**src/rtl/core/tar_pkg.sv**
```systemverilog
// tar_pkg: shared types and constants for the axis reduction block.
// No dependencies; imported by the modules under rtl/core other than tar_ram.
package tar_pkg;

  localparam int ACC_W      = 48;   // accumulator / partial width
  localparam int OIDX_W     = 24;   // output index width
  localparam int SPAN_W     = 11;   // inner_span register width
  localparam int LEN_W      = 17;   // axis_length register width
  localparam int AXIS_W     = 16;   // axis position counter width
  localparam int CFG_IDX_W  = 2;
  localparam int CFG_DATA_W = 17;

  localparam int MAX_INNER_DEF  = 1024;
  localparam int DATA_WIDTH_DEF = 32;

  localparam logic MODE_SUM = 1'b0;
  localparam logic MODE_MIN = 1'b1;

  localparam logic [CFG_IDX_W-1:0] CFG_MODE = 2'd0;
  localparam logic [CFG_IDX_W-1:0] CFG_SPAN = 2'd1;
  localparam logic [CFG_IDX_W-1:0] CFG_LEN  = 2'd2;

  // per-element control travelling with the element into the update stage
  typedef struct packed {
    logic first;   // first contribution along the axis: load directly
    logic last;    // last contribution along the axis
    logic mode;
  } elem_ctl_t;

  // update stage status seen by the top level
  typedef struct packed {
    logic s1_valid;
    logic s1_adv;
    logic fwd_hit;
  } upd_stat_t;

endpackage

```
**src/rtl/core/tar_pos_ctr.sv**
```systemverilog
// tar_pos_ctr: position counters (inner, axis, outer block) and address
// generation for each accepted element. Depends on tar_pkg.
module tar_pos_ctr #(
  parameter int MAX_INNER = tar_pkg::MAX_INNER_DEF,
  parameter int POS_W     = 10
) (
  input  logic                        clk,
  input  logic                        rst_n,
  input  logic                        in_fire,
  input  logic                        start_of_array,
  input  logic                        mode,
  input  logic [tar_pkg::SPAN_W-1:0]  inner_span,
  input  logic [tar_pkg::LEN_W-1:0]   axis_length,
  output logic [POS_W-1:0]            slot,
  output logic [tar_pkg::OIDX_W-1:0]  idx_base,
  output tar_pkg::elem_ctl_t          ctl
);
  import tar_pkg::*;

  localparam int CAP = (MAX_INNER > 2047) ? 2047 : MAX_INNER;
  localparam logic [SPAN_W-1:0] CAP_V = SPAN_W'(CAP);
  localparam int CMP_W = LEN_W + 1;
  localparam int PROD_W = OIDX_W + SPAN_W;

  logic [POS_W-1:0]  inner_r, inner_nxt, inner_cur;
  logic [AXIS_W-1:0] axis_r, axis_nxt, axis_cur;
  logic [OIDX_W-1:0] outer_r, outer_nxt, outer_cur;
  logic [SPAN_W-1:0] span_nz, span_eff;
  logic [LEN_W-1:0]  len_eff;
  logic              last_in_row, last_on_axis;

  always_comb begin
    span_nz  = (inner_span == '0) ? SPAN_W'(1) : inner_span;
    span_eff = (span_nz > CAP_V) ? CAP_V : span_nz;
    len_eff  = (axis_length == '0) ? LEN_W'(1) : axis_length;

    // start of array clears the counters before this element
    inner_cur = start_of_array ? '0 : inner_r;
    axis_cur  = start_of_array ? '0 : axis_r;
    outer_cur = start_of_array ? '0 : outer_r;

    // a position at or past its bound counts as the last one
    last_in_row  = (CMP_W'(inner_cur) + CMP_W'(1)) >= CMP_W'(span_eff);
    last_on_axis = (CMP_W'(axis_cur) + CMP_W'(1)) >= CMP_W'(len_eff);

    inner_nxt = inner_cur;
    axis_nxt  = axis_cur;
    outer_nxt = outer_cur;
    if (!last_in_row) begin
      inner_nxt = inner_cur + POS_W'(1);
    end else begin
      inner_nxt = '0;
      if (!last_on_axis) begin
        axis_nxt = axis_cur + AXIS_W'(1);
      end else begin
        axis_nxt  = '0;
        outer_nxt = outer_cur + OIDX_W'(1);
      end
    end

    slot      = inner_cur;
    idx_base  = OIDX_W'(PROD_W'(outer_cur) * PROD_W'(span_eff));
    ctl.first = (axis_cur == '0);
    ctl.last  = last_on_axis;
    ctl.mode  = mode;
  end

  always_ff @(posedge clk) begin
    if (!rst_n) begin
      inner_r <= '0;
      axis_r  <= '0;
      outer_r <= '0;
    end else if (in_fire) begin
      inner_r <= inner_nxt;
      axis_r  <= axis_nxt;
      outer_r <= outer_nxt;
    end
  end

endmodule

```
**config.mk**
```make
export PLATFORM = sky130hd
export DESIGN_NAME = tar_pos_ctr
export DESIGN_NICKNAME = d
export VERILOG_FILES = /design/src/rtl/core/tar_pkg.sv /design/src/rtl/core/tar_pos_ctr.sv
export SDC_FILE = /design/constraint.sdc
export NUM_CORES = 1
export LEC_CHECK = 0
export BUFFER_PORTS_ARGS = -buffer_cell sky130_fd_sc_hd__buf_2
export CAP_MARGIN = 20
export CORE_UTILIZATION = 30
export CTS_BUF_LIST = sky130_fd_sc_hd__clkbuf_8
export DETAILED_ROUTE_END_ITERATION = 10
export GPL_TIMING_DRIVEN = 0
export PLACE_DENSITY = 0.55
export SYNTH_ARGS = -nofsm -noshare
export SYNTH_HDL_FRONTEND = slang
export SYNTH_SLANG_ARGS = --single-unit
```
**constraint.sdc**
```tcl
create_clock -name clk -period 6.3 [get_ports clk]
set_input_delay 0.315 -clock clk [delete_from_list [all_inputs] [get_ports clk]]
set_output_delay 0.315 -clock clk [all_outputs]
set_load 0.02 [all_outputs]
```
; Yosys cells after proc, flatten, opt, wreduce, memory -nomap -nowiden
; Cells that the tools add are included.
[classes]
magnitude_cmp = 3
muxes = 11
n_reduce_logical = 3
add_sub_neg = 5
n_mul = 1
[ops]
columns = cell, n
row1 = two-way mux 24 bit, 3
row2 = two-way mux 16 bit, 3
row3 = adder 24 x 1 -> 24 bit (second input constant), 1
row4 = multiplier 24 x 11 -> 24 bit, 1
row5 = two-way mux 11 bit, 2
row6 = two-way mux 10 bit, 2
row7 = adder 16 x 1 -> 17 bit (second input constant), 1
row8 = >= comparator 17 bit, 1
row9 = zero test 17 bit, 1
row10 = two-way mux 17 bit, 1
row11 = adder 16 x 1 -> 16 bit (second input constant), 1
row12 = zero test 16 bit, 1
row13 = adder 10 x 1 -> 11 bit (second input constant), 1
row14 = >= comparator 11 bit, 1
row15 = > comparator 11 bit (second input constant), 1
row16 = zero test 11 bit, 1
row17 = adder 10 x 1 -> 10 bit (second input constant), 1
[word_totals]
input_bits = 33
reg_bits = 50
output_inout_bits = 37

; Logic depth before layout (Yosys ltp)
[logic_depth]
depth_word = 6
mapped_depth = 25
ltp_nobuf = 23

; Worst setup path before layout
; No wires, ideal clock.
[synth_path]
kind = in2out
start = in start_of_array
end = out idx_base[23] (netlist name)
stages = 23
arrival_time_ps = 5981
slack_ps = 4
path_cell_list = clkbuf_2 buf_2 buf_2 buf_2 nor2b_1 nand2_1 fa_1 fa_1 fa_1 inv_1 fa_1 inv_1 fa_1 inv_1 ha_1 o21ai_0 nand2b_1 and2_1 a21oi_1 o221ai_1 a2111oi_2 o31ai_1 xnor2_1
[synth_between]
elab_chain_cells = 2
[synth_rtl]
columns = item, line
row1 = from (decl), tar_pos_ctr.sv:10  ; input logic start_of_array,
row2 = two-way mux 24 bit, tar_pos_ctr.sv:40  ; outer_cur = start_of_array ? '0 : outer_r;
row3 = multiplier 24 x 11 -> 24 bit, tar_pos_ctr.sv:62  ; idx_base = OIDX_W'(PROD_W'(outer_cur) * PROD_W'(span_eff));
row4 = to (decl), tar_pos_ctr.sv:15  ; output logic [tar_pkg::OIDX_W-1:0] idx_base,
; Every way passes these cells.

; Worst setup path in the final report
; Same ends and word-level chain as after synthesis.

==> results.ini <==
[yosys]
yosysUniqueCellTypes = 68
synth_edf_count = 0
post_synth_mux_area_share_pct = 1.43
syn_area_um2 = 9890
fraction_of_synthesized_cell_area_in_xor_and_xnor_cells_pct = 4.77
synth_top_family_by_area = adder cells
syn-instance-count = 1276
synth_area_per_inst_um2 = 7.75
synth-adder-area-share_pct = 39.0
yosys_warnings = 0
postSynth.asyncResetShare_pct = 0
synth_compound_area_share_pct = 8.87
post_synth_and_or_nand_nor_area_fraction_pct = 25.4
seq_area_frac_synth_pct = 10.1
ys_ff_latch = 50
mappedNetlistNets = 1529
yosys_most_used_dff = dfxtp_1

[detailed_routing]
detail_route.vias_per_cell = 4.87
ant_nets = 0
drt_first_iter_violations = 449
drt_first_pass_iters = 5
detail_route.drc_violations = 0
vias = 8878
detail_route.wl_per_cell_um = 15.8
detail_route.wirelength_mm = 28.7

[floorplan]
die-width_um = 184
design.die.area_um2 = 33700
placement_rows = 66
initial_utilization_pct = 30.5
fp.dieH_um = 184
floorplan.core_area_um2 = 32500
io_pins = 70

[power_and_ir_drop]
power.total_uw = 668
internal_power_uw = 447
total_switching_power_uw = 222
vdd_drop_max_mv = 0.0733
p_sw_share_pct = 33.2
seq_power_share_pct = 47.5
power.combinational.fraction_pct = 21.7
power_per_cell_area_nw_per_um2 = 57.0
power.share.clock_pct = 30.8
cellLeakagePower_nw = 5.25

[sta]
fmax_ghz = 0.164
finClkSkew_ps = 17.2
finalHoldViolations = 0
fin_crit_sh_pct = 96.7
timing.final.crit_period_ps = 6090
drv_slew = 0
finalHoldWorstSlack_ps = 434
setup_violations = 0
worst_slew_pin_slew_ps = 689
max-slew-margin-rel_pct = 54.1

[clock_network]
numCtsBuffers = 5
clk_transition_reported_paths_ps = 100
clk-insertion-delay-late_ps = 330
cts_hold_repair.buffers = 0
cts_max_level = 2
sink_count = 50
cts_tree = done
cts-root-buf = clkbuf_8
cts_max_path_buffers = 2

[worst_setup_path]
crit_path_max_delay_cell_type = fa_1
worst_setup_path_end_kind = output pin
r2r-start = axis_r[0]
r2r_cells = 19
crit_required_ps = 5980
critical-path-max-stage-delay_ps = 530
data_arrival_time_of_the_critical_path_ps = 5770
r2r_end = axis_r[8]
critPathMostFrequentCell = fa_1
criticalPathCategory = primary input to output pin
cp-start-kind = primary input
cp_max_fo = 9
reg2reg_setup_slack_ps = 1690

[global_route]
via_count_of_the_first_global_routing_pass = 8871
global_route.overflow_total = 0
grt_antenna_before_repair = 0
global_route_total_usage_across_every_layer_pct = 17.3
pin_count_of_the_biggest_net_entering_global_routing = 18
grt_pass1_wl_mm = 46.0

[final_layout]
final_area_um2 = 11700
fin_cells = 1823
nets = 1633
area_growth_syn_to_layout_pct = 18.6
multi_input_area_um2 = 8250
drive_gt1_share_pct = 17.4
antenna_cells_inserted = 0
n_fill_cell = 3433
register_area_um2 = 1000

[placed_design]
placement.io_buffers = 65
dpl.cell_count = 1783
dpl.hpwl_mm = 23.5
gpl.final_weighted_congestion = 0.891
postPlaceCellArea_um2 = 10800

[flow_run]
drv_cap = 0

[status]
run_status = complete, no violations

[min_path]
worstHoldStart = rst_n
min-delay-path-class = primary input to register
whs_endpoint = outer_r[5]
timing.hold.worst_path_depth = 3

cells in the mapped netlist, types with 3 or more instances:
library cell	count	share of area, %
o22ai_1	6	0.38
a211oi_1	8	0.61
nor4_1	10	0.63
mux2i_1	13	1.3
xor2_1	18	1.6
ha_1	73	9.2
a41o_1	5	0.51
a31oi_1	5	0.32
fa_1	147	30
xnor2_1	34	3.0
and3_1	16	1.0
nand2_1	225	8.5
o211ai_1	3	0.23
a21o_1	7	0.53
dfxtp_1	50	10
buf_2	9	0.46
nor2_1	101	3.8
o21a_1	8	0.61
a21oi_1	54	2.7
buf_1	6	0.23
clkbuf_1	38	1.4
and2_1	11	0.70
inv_1	204	7.7
nand3b_1	3	0.23
o31ai_1	3	0.23
buf_4	4	0.30
or2_2	4	0.25
nand4_1	8	0.51
or4_1	3	0.23
nor3_1	19	0.96
or3_1	5	0.32
nand2b_1	6	0.38
nor2b_1	46	2.9
and4_1	3	0.27
o21ai_0	22	1.1
nand3_1	55	2.8
nand2_2	3	0.19
sequential cells by signal (all words and copies together), names as in the netlist:
| register | flops |
|---|---|
| axis_r | 16 |
| inner_r | 10 |
| outer_r | 24 |
layer usage:
metal / part of all wire, % / wire length (um) / GRT usage, %
met5: 0 / 0 / 0
met3: 4.5 / 1300 / 1.92
met1: 44 / 12700 / 22.1
met2: 49 / 14000 / 30.2
met4: 2.6 / 741 / 5.70
layout make-up:
type / count / area share [%]
Multi-Input combinational cell: 958 / 70.4
Sequential cell: 50 / 8.54
Inverter: 209 / 6.72
Timing Repair Buffer: 98 / 5.40
Tap cell: 442 / 4.71
Buffer: 58 / 3.47
Clock buffer: 5 / 0.587
Clock inverter: 3 / 0.213
worst max-delay path, delay by kind of cell:
family | cells | cell delay, ps
adders and majority gates | 6 | 2730
xor gates and xnor gates | 1 | 150
buffers and inverters | 10 | 1130
and+or+nand+nor | 4 | 470
AOI/OAI and AO/OA | 5 | 990
cells in the final DEF, fill, tap and decap left out, types with 8 or more instances in the layout:
cell / Yosys / routed
nand2_1: 225 / 215
inv_1: 204 / 196
fa_1: 147 / 138
nor2_1: 101 / 99
buf_2: 9 / 70
ha_1: 73 / 64
nand3_1: 55 / 54
a21oi_1: 54 / 50
dfxtp_1: 50 / 49
buf_4: 4 / 43
xnor2_1: 34 / 34
nor2b_1: 46 / 32
clkbuf_1: 38 / 21
o21ai_0: 22 / 20
xor2_1: 18 / 18
nor3_1: 19 / 17
and3_1: 16 / 15
nand2_2: 3 / 13
mux2i_1: 13 / 13
nor2b_4: 0 / 11
inv_2: 2 / 10
and2_1: 11 / 10
nor4_1: 10 / 10
fa_2: 0 / 9
o21a_1: 8 / 8
nand4_1: 8 / 8
ha_4: 0 / 8
per-stage QoR:
stage	util [%]	setup TNS [ps]	worst slack, ps
floorplan	-	0	3.50
global placement	33.2	-13480	-1700
detailed placement	33.2	-13670	-1740
CTS	34.8	-15.8	-15.8
global route	36.1	-11.2	-11.2
finish	36.1	0	211
kinds of logic (layout without fill, tap and decap cells):
family / Yosys count / after routing
xor gates and xnor gates: 53 / 53
adders and majority gates: 220 / 220
buffers and inverters: 268 / 373
DFF: 50 / 50
AOI/OAI and AO/OA: 139 / 139
muxes: 14 / 14
and+or+nand+nor: 532 / 532
worst max-delay path by stage:
| stage | startpoint | end | slack (ps) | depth (start not counted) |
|---|---|---|---|---|
| after floorplan | start_of_array | idx_base[23] | 4 | 23 |
| after global placement | start_of_array | idx_base[22] | -1700 | 25 |
| after detailed placement | start_of_array | idx_base[22] | -1740 | 25 |
| after CTS | start_of_array | idx_base[22] | -20 | 27 |
| after global routing | start_of_array | idx_base[22] | -10 | 26 |
| final | start_of_array | idx_base[23] | 210 | 26 |
power groups by stage:
stage               sequential (mW)  clock, mW  combinational (mW)
global route                  0.318      0.223               0.156
CTS                           0.318      0.213               0.132
global placement              0.325          0               0.118
floorplan                     0.325          0              0.0678
finish                        0.318      0.206               0.145
detailed placement            0.325          0               0.119
what timing repair did:
item                                    in CTS  in global routing
cloned                                       0                  1
resized for setup                           92                 95
endpoints found under the setup margin      15                  9
setup buffers                               12                 21
pin swaps                                   19                 60
endpoints found under the hold margin        0                  0
Power figures use the tool's default switching activity.
