==> src/rtl/core/tar_pkg.sv <==
// tar_pkg: shared types and constants for the axis reduction block.
// No dependencies; imported by the modules under rtl/core other than tar_ram.
package tar_pkg;

  localparam int ACC_W      = 48;   // accumulator / partial width
  localparam int OIDX_W     = 24;   // output index width
  localparam int SPAN_W     = 11;   // inner_span register width
  localparam int LEN_W      = 17;   // axis_length register width
  localparam int AXIS_W     = 16;   // axis position counter width
  localparam int CFG_IDX_W  = 2;
  localparam int CFG_DATA_W = 17;

  localparam int MAX_INNER_DEF  = 1024;
  localparam int DATA_WIDTH_DEF = 32;

  localparam logic MODE_SUM = 1'b0;
  localparam logic MODE_MIN = 1'b1;

  localparam logic [CFG_IDX_W-1:0] CFG_MODE = 2'd0;
  localparam logic [CFG_IDX_W-1:0] CFG_SPAN = 2'd1;
  localparam logic [CFG_IDX_W-1:0] CFG_LEN  = 2'd2;

  // per-element control travelling with the element into the update stage
  typedef struct packed {
    logic first;   // first contribution along the axis: load directly
    logic last;    // last contribution along the axis
    logic mode;
  } elem_ctl_t;

  // update stage status seen by the top level
  typedef struct packed {
    logic s1_valid;
    logic s1_adv;
    logic fwd_hit;
  } upd_stat_t;

endpackage

==> src/rtl/core/tar_update.sv <==
// tar_update: read-modify-write stage with forwarding, plus the output
// register. Depends on tar_pkg; reads tar_ram data in the cycle after issue.
module tar_update #(
  parameter int DATA_WIDTH = tar_pkg::DATA_WIDTH_DEF,
  parameter int POS_W      = 10
) (
  input  logic                              clk,
  input  logic                              rst_n,
  input  logic                              in_fire,
  input  logic [POS_W-1:0]                  slot,
  input  logic [tar_pkg::OIDX_W-1:0]        idx_base,
  input  tar_pkg::elem_ctl_t                ctl,
  input  logic signed [DATA_WIDTH-1:0]      value,
  input  logic [tar_pkg::ACC_W-1:0]         rd_data,
  output logic                              in_ready,
  output logic                              wr_en,
  output logic [POS_W-1:0]                  wr_addr,
  output logic [tar_pkg::ACC_W-1:0]         wr_data,
  output logic                              out_valid,
  input  logic                              out_ready,
  output logic [tar_pkg::OIDX_W-1:0]        out_index,
  output logic signed [tar_pkg::ACC_W-1:0]  out_partial,
  output logic                              out_entry_final,
  output tar_pkg::upd_stat_t                stat
);
  import tar_pkg::*;

  logic                     s1_valid_r;
  logic [POS_W-1:0]         s1_slot_r;
  logic [OIDX_W-1:0]        s1_base_r;
  elem_ctl_t                s1_ctl_r;
  logic signed [ACC_W-1:0]  s1_value_r;
  logic                     fwd_hit_r;
  logic signed [ACC_W-1:0]  fwd_data_r;

  logic                     out_valid_r;
  logic [OIDX_W-1:0]        out_index_r;
  logic signed [ACC_W-1:0]  out_partial_r;
  logic                     out_final_r;

  logic                     s1_adv;
  logic signed [ACC_W-1:0]  old_acc, acc;

  always_comb begin
    s1_adv   = s1_valid_r && (!out_valid_r || out_ready);
    in_ready = !s1_valid_r || s1_adv;

    old_acc = fwd_hit_r ? fwd_data_r : $signed(rd_data);
    if (s1_ctl_r.first) begin
      acc = s1_value_r;
    end else if (s1_ctl_r.mode == MODE_MIN) begin
      acc = (s1_value_r < old_acc) ? s1_value_r : old_acc;
    end else begin
      acc = old_acc + s1_value_r;
    end
  end

  assign wr_en   = s1_adv;
  assign wr_addr = s1_slot_r;
  assign wr_data = acc;

  // output index is the block base plus the slot index
  always_ff @(posedge clk) begin
    if (!rst_n) begin
      s1_valid_r  <= 1'b0;
      out_valid_r <= 1'b0;
      fwd_hit_r   <= 1'b0;
    end else begin
      if (in_fire) begin
        s1_valid_r <= 1'b1;
        // memory read at this edge misses the write done at the same edge
        fwd_hit_r  <= s1_adv && (s1_slot_r == slot);
      end else if (s1_adv) begin
        s1_valid_r <= 1'b0;
      end
      if (s1_adv) begin
        out_valid_r <= 1'b1;
      end else if (out_ready) begin
        out_valid_r <= 1'b0;
      end
    end
  end

  always_ff @(posedge clk) begin
    if (in_fire) begin
      s1_slot_r  <= slot;
      s1_base_r  <= idx_base;
      s1_ctl_r   <= ctl;
      s1_value_r <= ACC_W'(value);
      fwd_data_r <= acc;
    end
    if (s1_adv) begin
      out_index_r   <= s1_base_r + OIDX_W'(s1_slot_r);
      out_partial_r <= acc;
      out_final_r   <= s1_ctl_r.last;
    end
  end

  assign out_valid       = out_valid_r;
  assign out_index       = out_index_r;
  assign out_partial     = out_partial_r;
  assign out_entry_final = out_final_r;

  assign stat.s1_valid = s1_valid_r;
  assign stat.s1_adv   = s1_adv;
  assign stat.fwd_hit  = fwd_hit_r;

endmodule

==> config.mk <==
export PLATFORM = sky130hd
export DESIGN_NAME = tar_update
export DESIGN_NICKNAME = d
export VERILOG_FILES = /design/src/rtl/core/tar_pkg.sv /design/src/rtl/core/tar_update.sv
export SDC_FILE = /design/constraint.sdc
export NUM_CORES = 1
export LEC_CHECK = 0
export ABC_AREA = 1
export BUFFER_PORTS_ARGS = -buffer_cell sky130_fd_sc_hd__buf_2
export CAP_MARGIN = 10
export CORE_MARGIN = 2
export CORE_UTILIZATION = 45
export DETAILED_ROUTE_END_ITERATION = 7
export GPL_TIMING_DRIVEN = 1
export PLACE_DENSITY = 0.68
export SETUP_SLACK_MARGIN = 0.02
export SYNTH_ARGS = -nofsm -noshare
export SYNTH_HDL_FRONTEND = slang
export SYNTH_SLANG_ARGS = --single-unit
export TNS_END_PERCENT = 20
==> constraint.sdc <==
create_clock -name clk -period 7.8 [get_ports clk]
set_input_delay 1.56 -clock clk [delete_from_list [all_inputs] [get_ports clk]]
set_output_delay 1.56 -clock clk [all_outputs]
set_load 0.03 [all_outputs]
Yosys cells after proc, flatten, opt, wreduce, memory -nomap -nowiden
Index checks and enable logic that the tools add are counted.
{ "word_totals": {"reg_bits": 193, "word_cells": 33, "mem_count": 0, "mem_bits_rw": 0, "latch_bits": 0, "romBits": 0} }
{ "op_classes": {"n_lt_le_gt_ge": 1, "n_mul": 0, "bitwise": 0, "n_eq_ne": 1, "n_shift": 0, "mux": 8, "n_reduce_logical": 8, "add_sub_neg": 2, "n_div": 0} }
{ "op_table": {"columns": ["cell", "n"], "rows": [
  ["2-to-1 mux 48 bit", 4],
  ["adder 48 x 32 -> 48 bit", 1],
  ["less-than comparator 32 x 48 -> 1 bit", 1],
  ["adder 24 x 10 -> 24 bit", 1],
  ["equality test 10 bit", 1],
  ["2-to-1 mux 1 bit", 4],
  ["nonzero test 2 bit", 2],
  ["logical AND 1 bit", 2],
  ["zero test 1 bit", 2],
  ["logical OR 1 bit", 2]
]} }

Longest topological paths before layout
Gate-level depths: netlist (run 1).
{ "logic_depth": {"word_depth": 5, "depth_mapped": 26, "mapped_depth_nobuf": 23} }

Worst setup path after synthesis (run 1)
OpenSTA, ideal clock, no wires.
{ "synth_path": {"kind": "input to output", "startpoint": "in rd_data[1] (netlist name)", "endpoint": "out wr_data[47] (netlist name)", "slack_ns": 2.223, "path_stages": 14, "t_arrival_ns": 4.017, "cell_sequence": "o21ai_0 > ha_1 > or2_1 > o21ai_2 > nand2_1 > nand2_1 > nand2_1 > nand2_1 > nand2_1 > nand3_1 > nand2_1 > nand3_1 > nand2_1 > o21ai_0"} }
{ "synth_between": {"elab_chain_cells": 5} }
{ "synth_rtl": {"columns": ["element", "line", "source"], "rows": [
  ["start: declaration", "tar_update.sv:14", "input logic [tar_pkg::ACC_W-1:0] rd_data,"],
  ["2-to-1 mux 48 bit *", "tar_update.sv:48", "old_acc = fwd_hit_r ? fwd_data_r : $signed(rd_data);"],
  ["less-than comparator 32 x 48 -> 1 bit", "tar_update.sv:52", "acc = (s1_value_r < old_acc) ? s1_value_r : old_acc;"],
  ["2-to-1 mux 48 bit", "tar_update.sv:52", null],
  ["2-to-1 mux 48 bit *", "tar_update.sv:51", "end else if (s1_ctl_r.mode == MODE_MIN) begin"],
  ["2-to-1 mux 48 bit *", "tar_update.sv:49", "if (s1_ctl_r.first) begin"],
  ["end: declaration", "tar_update.sv:18", "output logic [tar_pkg::ACC_W-1:0] wr_data,"]
]} }
Every way passes the cells marked *; elsewhere a longest branch is shown, timed or not.

Worst setup path after layout (run 1)
{ "layout_path": {"startpoint": "in rd_data[1] (netlist name)", "endpoint": "out wr_data[10] (netlist name)"} }
Same word-level chain as after synthesis.

==> PnR_summary.wiki, run 1 <==
{| class="wikitable"
! Metric !! Value
|-
| Status || complete, no violations
|-
| Worst-path clk slew || ~0.080 ns
|-
| Clock latency at the later pin of the worst-skew pair || ~0.47 ns
|-
| Wire length per cell || 16.8 um
|-
| Fraction of final layout cells sized beyond drive strength 1 || 15.9%
|-
| Port-buffer cells || 257
|-
| Pwr per Cell Area || 200 nW/um^2
|-
| Worst IR drop on VDD || 175 uV
|-
| Post-layout net count || 2284
|-
| Arrival time at the worst endpoint || 4.91 ns
|-
| Worst setup slack before clock tree synthesis || 1.32 ns
|-
| Post-CTS Setup Inserts || 0
|-
| TritonCTS buffer count || 17
|-
| Worst hold stages || 0
|-
| Post-route minimum period || about 6.5 ns
|-
| Antenna violations before repair || 3
|-
| Area taken by flip-flops and latches || just under 6000 um^2
|-
| Reg2reg end || fwd_data_r[47]$_DFFE_PP_
|-
| Routed wire length || 41100 um
|-
| GRT Resource Usage Total || 25.4%
|-
| Worst reg2reg path depth || 12
|-
| Placement row count || 64
|-
| Post-Route Setup TNS || 0 ns
|-
| Hold path startpoint || s1_ctl_r[1]$_DFFE_PP_
|-
| Number of synthesis warnings || 0
|-
| Vias after detailed routing || 12540
|-
| Maximum single-stage delay on the critical path || 0.59 ns
|-
| Post-detailed-placement cell area || between 15000 and 20000 um^2
|-
| Height of the die || 180 um
|-
| Area of the placeable core || 30600 um^2
|-
| Cell at the root of the clock tree || sky130_fd_sc_hd__clkbuf_16
|-
| Gpl congestion || 0.963
|-
| Fin Clk Skew || roughly 0.018 ns
|-
| Area growth from synthesis to layout || 16.0%
|-
| Headroom to the max-slew limit || 41.6%
|-
| Die Wd || ~180 um
|-
| Setup repair after global routing missed its margin || no
|-
| Number of hold-repair buffers added at the cts stage || 0
|-
| Number of placed I/O pins || 258
|-
| Setup CP Type || input port to primary output
|-
| Overall Power || 3.24 mW
|-
| DPL Wire Length || about 32000 um
|-
| Multi-input logic area || ~6900 um^2
|-
| Pre-Repair DR Iteration Count || 5
|-
| Leakage power figure || 7.90 nW
|-
| DRC marker count from the first detailed-route iteration || between 700 and 800
|-
| Layout fillers || approximately 3000
|-
| Setup slack on the worst flop-to-flop path || 3.48 ns
|-
| Tightest Pin Transition || 0.876 ns
|-
| Launching point of the worst reg2reg path || fwd_hit_r$_SDFFE_PN0P_
|-
| Antenna-violating nets left || 0
|-
| Die Area || 32400 um^2
|-
| Worst-case setup margin in the final layout || 1.33 ns
|-
| Post-synthesis instance total || 1802
|-
| Remaining routing DRC violations || 0
|-
| Nature of the critical path startpoint || input port
|-
| Portion of the post-synthesis area used by sequential elements || 41.3%
|-
| Fmax achieved || 155 MHz
|-
| Final Hold Violating Endpoints || 0
|-
| First-pass GRT wire length || 65100 um
|-
| Design Area, Final || between 15000 and 20000 um^2
|-
| Cell type with the highest aggregate area in the netlist || sky130_fd_sc_hd__edfxtp_1
|-
| Crit-path slowest cell || sky130_fd_sc_hd__nand2_4
|-
| Data required time at the worst endpoint || 6.24 ns
|-
| TritonCTS clock tree || yes
|-
| Post-detailed-route via-to-cell ratio || around 5.1
|-
| Clock tree sinks || slightly below 200
|-
| Summed instance area of the synthesized netlist || around 14000 um^2
|-
| CTS HTree Levels || 4
|-
| Final-report setup violation count || 0
|-
| Via count of the first global-routing pass || ~12000
|-
| Maximum Capacitance Violations || 0
|-
| Synthesized area per cell || 7.74 um^2
|-
| Starting density of the core || 45.6%
|-
| Synthesized flop and latch total || 193
|-
| Kind of end point of the critical path || primary output
|-
| Global-route congestion overflow total || 0
|-
| Worst hold path endpoint || out_entry_final$_DFFE_PP_
|-
| Pin count of the biggest net entering global routing || 69
|-
| Hold Crit Class || flip-flop to flip-flop
|-
| Dominant cells by area after synthesis || sky130_fd_sc_hd__edfxtp_1 41%, sky130_fd_sc_hd__nand2_1 13%, sky130_fd_sc_hd__ha_1 11%
|-
| Post-CTS resize count || 0
|-
| Maximum buffer depth of the clock tree || 2
|-
| Pins Over Slew Limit || 0
|-
| Crit Path Max Fanout || 33
|-
| Most frequent cell on the critical path || sky130_fd_sc_hd__nand2_1
|-
| Ratio of final minimum period to clock period || between 80 and 90%
|-
| Series of cell instances along the critical path || buf_2, o21ai_0, ha_1, nand2_1, nand2_1, nand2_1, nand2_1, nand2_1, nand2_1, nand2_1, nand2_1, nand2_2, nand4_1, nand2_4, nand2_1, nand2_1, nor2_1, o21ai_0, buf_2
|-
| Yosys top cell area share || 40.9%
|-
| Count of different cell masters after synthesis || 44
|-
| Syn_nets || 2045
|}
-- cell type report --
type                       instances  share of cell area [%]
timing repair buffer             266                    8.46
antenna                            3                  0.0464
multi-input combinational       1280                    42.5
clock buffer                      17                    2.63
tap                              396                    3.06
inverter                         283                    6.57
sequential                       193                    35.6
clock inverter                    15                    1.14
-- Yosys cell counts --
master                     instances
sky130_fd_sc_hd__nor2_1          149
sky130_fd_sc_hd__a21oi_1         117
sky130_fd_sc_hd__buf_6             6
sky130_fd_sc_hd__fa_1              2
sky130_fd_sc_hd__mux2i_1           1
sky130_fd_sc_hd__a21boi_0          2
sky130_fd_sc_hd__a21oi_4           1
sky130_fd_sc_hd__nor4_1            7
sky130_fd_sc_hd__clkinv_1          1
sky130_fd_sc_hd__nor3_1           10
sky130_fd_sc_hd__a21oi_2           2
sky130_fd_sc_hd__o31ai_1           2
sky130_fd_sc_hd__xor2_1           23
sky130_fd_sc_hd__buf_1             3
sky130_fd_sc_hd__nor2_2            2
sky130_fd_sc_hd__and3_1            3
sky130_fd_sc_hd__xnor2_1           8
sky130_fd_sc_hd__nand3_1         148
sky130_fd_sc_hd__o21a_1            6
sky130_fd_sc_hd__nand4_1          22
sky130_fd_sc_hd__a21o_1            7
sky130_fd_sc_hd__o21ai_1           3
sky130_fd_sc_hd__dfxtp_1           3
sky130_fd_sc_hd__or2_1             2
sky130_fd_sc_hd__nand2_2           5
sky130_fd_sc_hd__nand4_2           1
sky130_fd_sc_hd__edfxtp_1        190
sky130_fd_sc_hd__or2_2             9
sky130_fd_sc_hd__a41oi_1           1
sky130_fd_sc_hd__nand3b_1          2
sky130_fd_sc_hd__o21ai_0         113
sky130_fd_sc_hd__clkbuf_1         22
sky130_fd_sc_hd__o21ai_2           1
sky130_fd_sc_hd__inv_2             1
sky130_fd_sc_hd__nand2_4           2
sky130_fd_sc_hd__buf_4             5
sky130_fd_sc_hd__inv_1           281
sky130_fd_sc_hd__ha_1            120
sky130_fd_sc_hd__nor3b_1           1
sky130_fd_sc_hd__nand3_2           3
sky130_fd_sc_hd__nand2_1         489
sky130_fd_sc_hd__o211ai_1          1
sky130_fd_sc_hd__buf_2            10
sky130_fd_sc_hd__o21bai_1         15
-- layer usage --
layer	GRT usage (%)	share of wire (%)
met5	0	0
met4	8.42	2.3
met3	3.90	5.3
met2	43.7	49
met1	32.7	44
-- where the power goes --
part	internal (mW)	leakage [nW]	switching [mW]	total [mW]
Sequential	1.26	1.86	0.0444	1.31
Combinational	0.306	5.74	0.736	1.04
Clock	0.435	0.299	0.456	0.891
-- per-stage QoR --
| step | cells | hold slack (ns) | util, % |
|---|---|---|---|
| finish | 2453 | 0.430 | 52.9 |
| global route | 2453 | 0.434 | 52.9 |
| CTS | 2450 | 0.427 | 52.9 |
| detailed placement | 2418 | 0.422 | 50.9 |
| global placement | 2418 | 0.400 | 50.9 |
| floorplan | 1802 | 0.400 | - |
-- critical path: cells and delay by family --
kind	cells	cell delay (ns)
AND/OR/NAND/NOR	14	1.94
AO/OA/AOI/OAI	2	0.69
buffers and inverters	2	0.36
adder cells (fa/ha/maj)	1	0.34
-- registers in the layout (all words and copies together) (netlist names) --
signal / cells
s1_valid_r: 1
out_partial: 48
out_index: 24
s1_value_r: 32
out_valid: 1
fwd_data_r: 48
fwd_hit_r: 1
out_entry_final: 1
wr_addr: 10
s1_base_r: 24
s1_ctl_r: 3
-- how the worst max path moves through the flow --
stage,start,endpoint,cells after the start
floorplan,rd_data[1],wr_data[47],14
global placement,rd_data[1],wr_data[10],19
detailed placement,rd_data[1],wr_data[10],19
CTS,rd_data[1],wr_data[10],19
global route,rd_data[1],wr_data[10],19
finish,rd_data[1],wr_data[10],19
-- cell usage in the layout (no fill, tap or decap), types with 5 or more instances in the layout --
cell,count
sky130_fd_sc_hd__clkinv_8,6
sky130_fd_sc_hd__nor3_1,10
sky130_fd_sc_hd__a21oi_1,117
sky130_fd_sc_hd__ha_1,120
sky130_fd_sc_hd__nand2_1,489
sky130_fd_sc_hd__nand2_2,5
sky130_fd_sc_hd__or2_2,9
sky130_fd_sc_hd__nor4_1,7
sky130_fd_sc_hd__o21bai_1,15
sky130_fd_sc_hd__nand4_1,22
sky130_fd_sc_hd__xnor2_1,8
sky130_fd_sc_hd__inv_1,280
sky130_fd_sc_hd__xor2_1,23
sky130_fd_sc_hd__inv_8,6
sky130_fd_sc_hd__a21o_1,7
sky130_fd_sc_hd__o21ai_0,113
sky130_fd_sc_hd__nand3_1,148
sky130_fd_sc_hd__edfxtp_1,190
sky130_fd_sc_hd__buf_4,9
sky130_fd_sc_hd__o21a_1,6
sky130_fd_sc_hd__buf_2,256
sky130_fd_sc_hd__clkbuf_16,17
sky130_fd_sc_hd__nor2_1,149
-- logic make-up (layout without fill, tap and decap cells) --
logic type	Yosys count	count (layout)	synth area share (%)
AND/OR/NAND/NOR	855	855	25.7
buffers and inverters	329	581	9.40
AO/OA/AOI/OAI	271	271	10.5
flip-flops	193	193	41.3
adder cells (fa/ha/maj)	122	122	11.0
XOR/XNOR	31	31	1.95
multiplexers	1	1	0.0718
other	0	3	0
Power figures use the tool's default switching activity.
==> run 2, diff against run 1 <==
- ABC_AREA: 1 -> 0
- PLACE_DENSITY: 0.68 -> 0.69
- clock period: 7.8 -> 6.7 ns (I/O delays scaled with it)
==> run 2 against run 1 <==
Via count fell by 21%. Critical path depth is 7 lower. Worst hold slack better by 0.011 ns. Highest routed layer unchanged. Final area decreased by 8.9%. Worst setup slack got worse by 1.0 ns. Global-route usage fell by 2.4 points. Die area fell by 10%. Critical endpoint is now wr_data[41]. Total power increased by 14%. Sequential power grew 18%.
==> PnR_summary.wiki, run 2 <==
{| class="wikitable"
! Metric !! Value
|-
| Yosys top cell area share || 45.6% (+4.7 points)
|-
| Worst-case setup margin in the final layout || 0.291 ns (-1.04 ns)
|-
| Logic pwr share || 31.3% (-0.9 points)
|-
| Highest-count cells in the layout ignoring fill and taps || 256 x sky130_fd_sc_hd__buf_2, 190 x sky130_fd_sc_hd__edfxtp_1, 120 x sky130_fd_sc_hd__ha_1
|-
| Post-detailed-route via-to-cell ratio || 5.56 (+8.8%)
|-
| Pins Over Slew Limit || 0 (unchanged)
|-
| Dominant cells by area after synthesis || sky130_fd_sc_hd__edfxtp_1 46%, sky130_fd_sc_hd__ha_1 12%, sky130_fd_sc_hd__xnor2_1 3.6%
|-
| Die Wd || 171 um (-5.2%)
|-
| Via count of the first global-routing pass || 9657 (-22%)
|-
| Die Area || 29100 um^2 (-10%)
|-
| Port-buffer cells || 257 (unchanged)
|-
| Kind of end point of the critical path || primary output
|-
| DRC marker count from the first detailed-route iteration || 699 (-5.7%)
|-
| Crit-path slowest cell || sky130_fd_sc_hd__a2111oi_0
|-
| Portion of the post-synthesis area used by sequential elements || 46.1% (+4.8 points)
|-
| CTS HTree Levels || 4 (unchanged)
|-
| Setup repair after global routing missed its margin || no
|-
| Ratio of final minimum period to clock period || 95.7%
|-
| Post-CTS Setup Inserts || 0 (unchanged)
|-
| TritonCTS clock tree || yes
|-
| Number of placed I/O pins || 258 (unchanged)
|-
| First-pass GRT wire length || 52100 um (-20%)
|-
| Gpl congestion || 0.883 (-8.3%)
|-
| Area of the placeable core || 27600 um^2 (-9.9%)
|-
| Combinational family with the most area after synthesis || compound AO/OA/AOI/OAI gates
|-
| Series of cell instances along the critical path || buf_2, mux2_2, inv_1, ha_1, nand4_1, a2111oi_0, o41a_1, or4_4, o21ai_4, and2b_1, nor4_1, buf_2
|-
| Area growth from synthesis to layout || 18.0%
|-
| Maximum single-stage delay on the critical path || 0.94 ns (+0.35 ns)
|-
| Number of synthesis warnings || 0 (unchanged)
|-
| Maximum buffer depth of the clock tree || 2 (unchanged)
|-
| DPL Wire Length || 25400 um (-21%)
|-
| Placed Cells || 1749 (-28%)
|-
| Multi-input logic area || 6150 um^2 (-11%)
|-
| Ys async rst share || 0% (unchanged)
|-
| Global-route layer with the greatest usage || met2
|-
| Post-synthesis share of cell area spent on full adders, half adders and majority gates || 12.3% (+1.3 points)
|-
| Proportion of synthesized area in mux cells || 4.72% (+4.7 points)
|-
| Top cells by count, synth || 190 x sky130_fd_sc_hd__edfxtp_1, 120 x sky130_fd_sc_hd__ha_1, 101 x sky130_fd_sc_hd__inv_1, 88 x sky130_fd_sc_hd__a21oi_1, 59 x sky130_fd_sc_hd__nor2_1
|-
| Worst setup slack before clock tree synthesis || 0.395 ns (-0.925 ns)
|-
| Area taken by flip-flops and latches || 5770 um^2 (unchanged)
|-
| Synth Area in Compound Gates || 16.8% (+6.3 points)
|-
| Portion of total power attributed to sequential cells || 41.8% (+1.5 points)
|-
| Most frequent standard cell in the layout excluding fill and tap cells || sky130_fd_sc_hd__buf_2
|-
| Layout fillers || 2437 (-18%)
|-
| Pre-Repair DR Iteration Count || 5 (unchanged)
|-
| Worst-path clk slew || 0.08 ns (about the same)
|-
| Maximum Capacitance Violations || 0 (unchanged)
|-
| Post-Route Setup TNS || 0 ns (unchanged)
|-
| Post-CTS resize count || 0 (unchanged)
|-
| Antenna-violating nets left || 0 (unchanged)
|-
| Final-report setup violation count || 0 (unchanged)
|-
| Leading cell type by number of instances after synthesis || sky130_fd_sc_hd__edfxtp_1
|-
| Post-route minimum period || 6.41 ns
|-
| Tightest Pin Transition || 1.02 ns (+0.139 ns)
|-
| Count of different cell masters after synthesis || 81 (+84%)
|-
| GR Util met3 || 6.04% (+2.1 points)
|-
| Post-synth top flop || sky130_fd_sc_hd__edfxtp_1
|-
| Height of the die || 171 um (-5.2%)
|-
| Hold Crit Class || flip-flop to flip-flop
|-
| Met1 capacity usage during global routing || 29.6% (-3.1 points)
|-
| Synthesized flop and latch total || 193 (unchanged)
|-
| Synthesized area per cell || 11.0 um^2 (+42%)
|-
| Post-synthesis instance total || 1140 (-37%)
|-
| Most frequent cell on the critical path || sky130_fd_sc_hd__buf_2
|-
| Vias after detailed routing || 9914 (-21%)
|-
| Setup CP Type || input port to primary output
|-
| Fmax achieved || 156 MHz
|-
| Internal power of the cells || 2.36 mW (+18%)
|-
| Cell type with the highest aggregate area in the netlist || sky130_fd_sc_hd__edfxtp_1
|-
| Routed wire length || 33800 um (-18%)
|-
| Worst IR drop on VDD || 170 uV (-2.9%)
|-
| Syn_nets || 1383 (-32%)
|-
| GRT Resource Usage Total || 23.0% (-2.4 points)
|-
| Xor/xnor cell area share of the yosys netlist || 4.76% (+2.8 points)
|-
| Leakage power figure || 6.06 nW (-23%)
|-
| Arrival time at the worst endpoint || 5.07 ns (+0.16 ns)
|-
| Clock tree sinks || 193 (unchanged)
|-
| Hold slack final || 0.442 ns (+0.0114 ns)
|-
| Pwr per Cell Area || 250 nW/um^2 (+25%)
|-
| Summed instance area of the synthesized netlist || 12500 um^2 (-10%)
|-
| Final Hold Violating Endpoints || 0 (unchanged)
|-
| Nature of the critical path startpoint || input port
|-
| Fraction of power consumed by the clock network || 26.9% (-0.6 points)
|-
| Global-route congestion overflow total || 0 (unchanged)
|-
| Sw Share || 35.9% (-2.3 points)
|-
| Clock latency at the later pin of the worst-skew pair || 0.46 ns (about the same)
|-
| Wire length per cell || 18.9 um (+13%)
|-
| Status || complete, no violations
|-
| Net switching component of the power || 1.32 mW (+6.8%)
|-
| Fraction of final layout cells sized beyond drive strength 1 || 25.9% (+10 points)
|-
| Crit Path Max Fanout || 15 (-55%)
|-
| Fin Clk Skew || 0.0185 ns (+0.000542 ns)
|-
| Data required time at the worst endpoint || 5.36 ns (-0.88 ns)
|-
| Post-layout net count || 1633 (-29%)
|-
| Antenna violations before repair || 2 (-1)
|-
| Basic-gate share of the synthesized area counting and, or, nand and nor cells || 10.5% (-15 points)
|-
| Post-synth EDFFs || 190 (unchanged)
|-
| Cell at the root of the clock tree || sky130_fd_sc_hd__clkbuf_16
|-
| TritonCTS buffer count || 17 (unchanged)
|-
| Final instance count without filler cells || 1783 (-27%)
|-
| Starting density of the core || 45.4% (-0.23 points)
|-
| Pin count of the biggest net entering global routing || 71 (+2.9%)
|-
| Overall Power || 3.68 mW (+14%)
|-
| Remaining routing DRC violations || 0 (unchanged)
|-
| Placement row count || 61 (-4.7%)
|-
| Headroom to the max-slew limit || 30.6% (-11 points)
|-
| Met2 GRT Util || 37.7% (-6.0 points)
|-
| Number of hold-repair buffers added at the cts stage || 0 (unchanged)
|}
run 2: cell count changes in the layout (fill, tap and decap cells not counted), sizes merged, moves of 32 or more:
cell / change
nand2: -446
inv: -181
nand3: -127
nor2: -91
o21ai: -80
o22ai: +53
xnor2: +44
mux2: +32
run 2: cell type report:
cell class	instances	area share, %
Clock buffer	18	2.91
Sequential cell	193	39.1
Timing Repair Buffer	273	9.64
Antenna cell	2	0.0339
Clock inverter	14	0.865
Inverter	101	2.57
Tap cell	378	3.21
Multi-Input combinational cell	804	41.7
run 2: critical path, delay by kind of cell:
| family | cells | cell delay, ns |
|---|---|---|
| muxes | 1 | 0.17 |
| AOI/OAI and AO/OA | 3 | 1.33 |
| adders and majority gates | 1 | 0.41 |
| and+or+nand+nor | 4 | 1.40 |
| buffers and inverters | 3 | 0.42 |
run 2: per-stage QoR:
| stage | area [um^2] | utilization (%) |
|---|---|---|
| floorplan | 12500 | - |
| detailed placement | 14200 | 51.5 |
| global route | 14700 | 53.5 |
| global placement | 14200 | 51.5 |
| CTS | 14700 | 53.5 |
| finish | 14700 | 53.5 |
run 2: kinds of logic after synthesis:
logic type | Yosys count
XOR/XNOR | 68
flip-flops | 193
adder cells (fa/ha/maj) | 122
AO/OA/AOI/OAI | 308
multiplexers | 55
AND/OR/NAND/NOR | 251
buffers and inverters | 143
run 2: final timing paths:
check                                            start                   endpoint  slack [ns]  cells after the start
worst max-delay path                       rd_data[13]                wr_data[41]        0.29                     12
worst min-delay path             s1_ctl_r[1]$_DFFE_PP_  out_entry_final$_DFFE_PP_        0.44                      0
worst max register to register  fwd_hit_r$_SDFFE_PN0P_   fwd_data_r[41]$_DFFE_PP_        2.16                     11
worst min register to register   s1_ctl_r[1]$_DFFE_PP_  out_entry_final$_DFFE_PP_        0.44                      0
run 2: power by group through the flow:
| stage | Clock [mW] | Combinational (mW) | Sequential (mW) |
|---|---|---|---|
| global placement | 0 | 1.13 | 1.56 |
| finish | 0.991 | 1.15 | 1.54 |
| detailed placement | 0 | 1.14 | 1.57 |
| global route | 1.06 | 1.25 | 1.55 |
| floorplan | 0 | 0.733 | 1.64 |
| CTS | 1.02 | 1.15 | 1.54 |
run 2: layer usage:
metal	routed length [um]	up-vias
li1	-	4757
met1	14900	4782
met2	15900	326
met3	2200	49
met4	826	0
met5	0	-
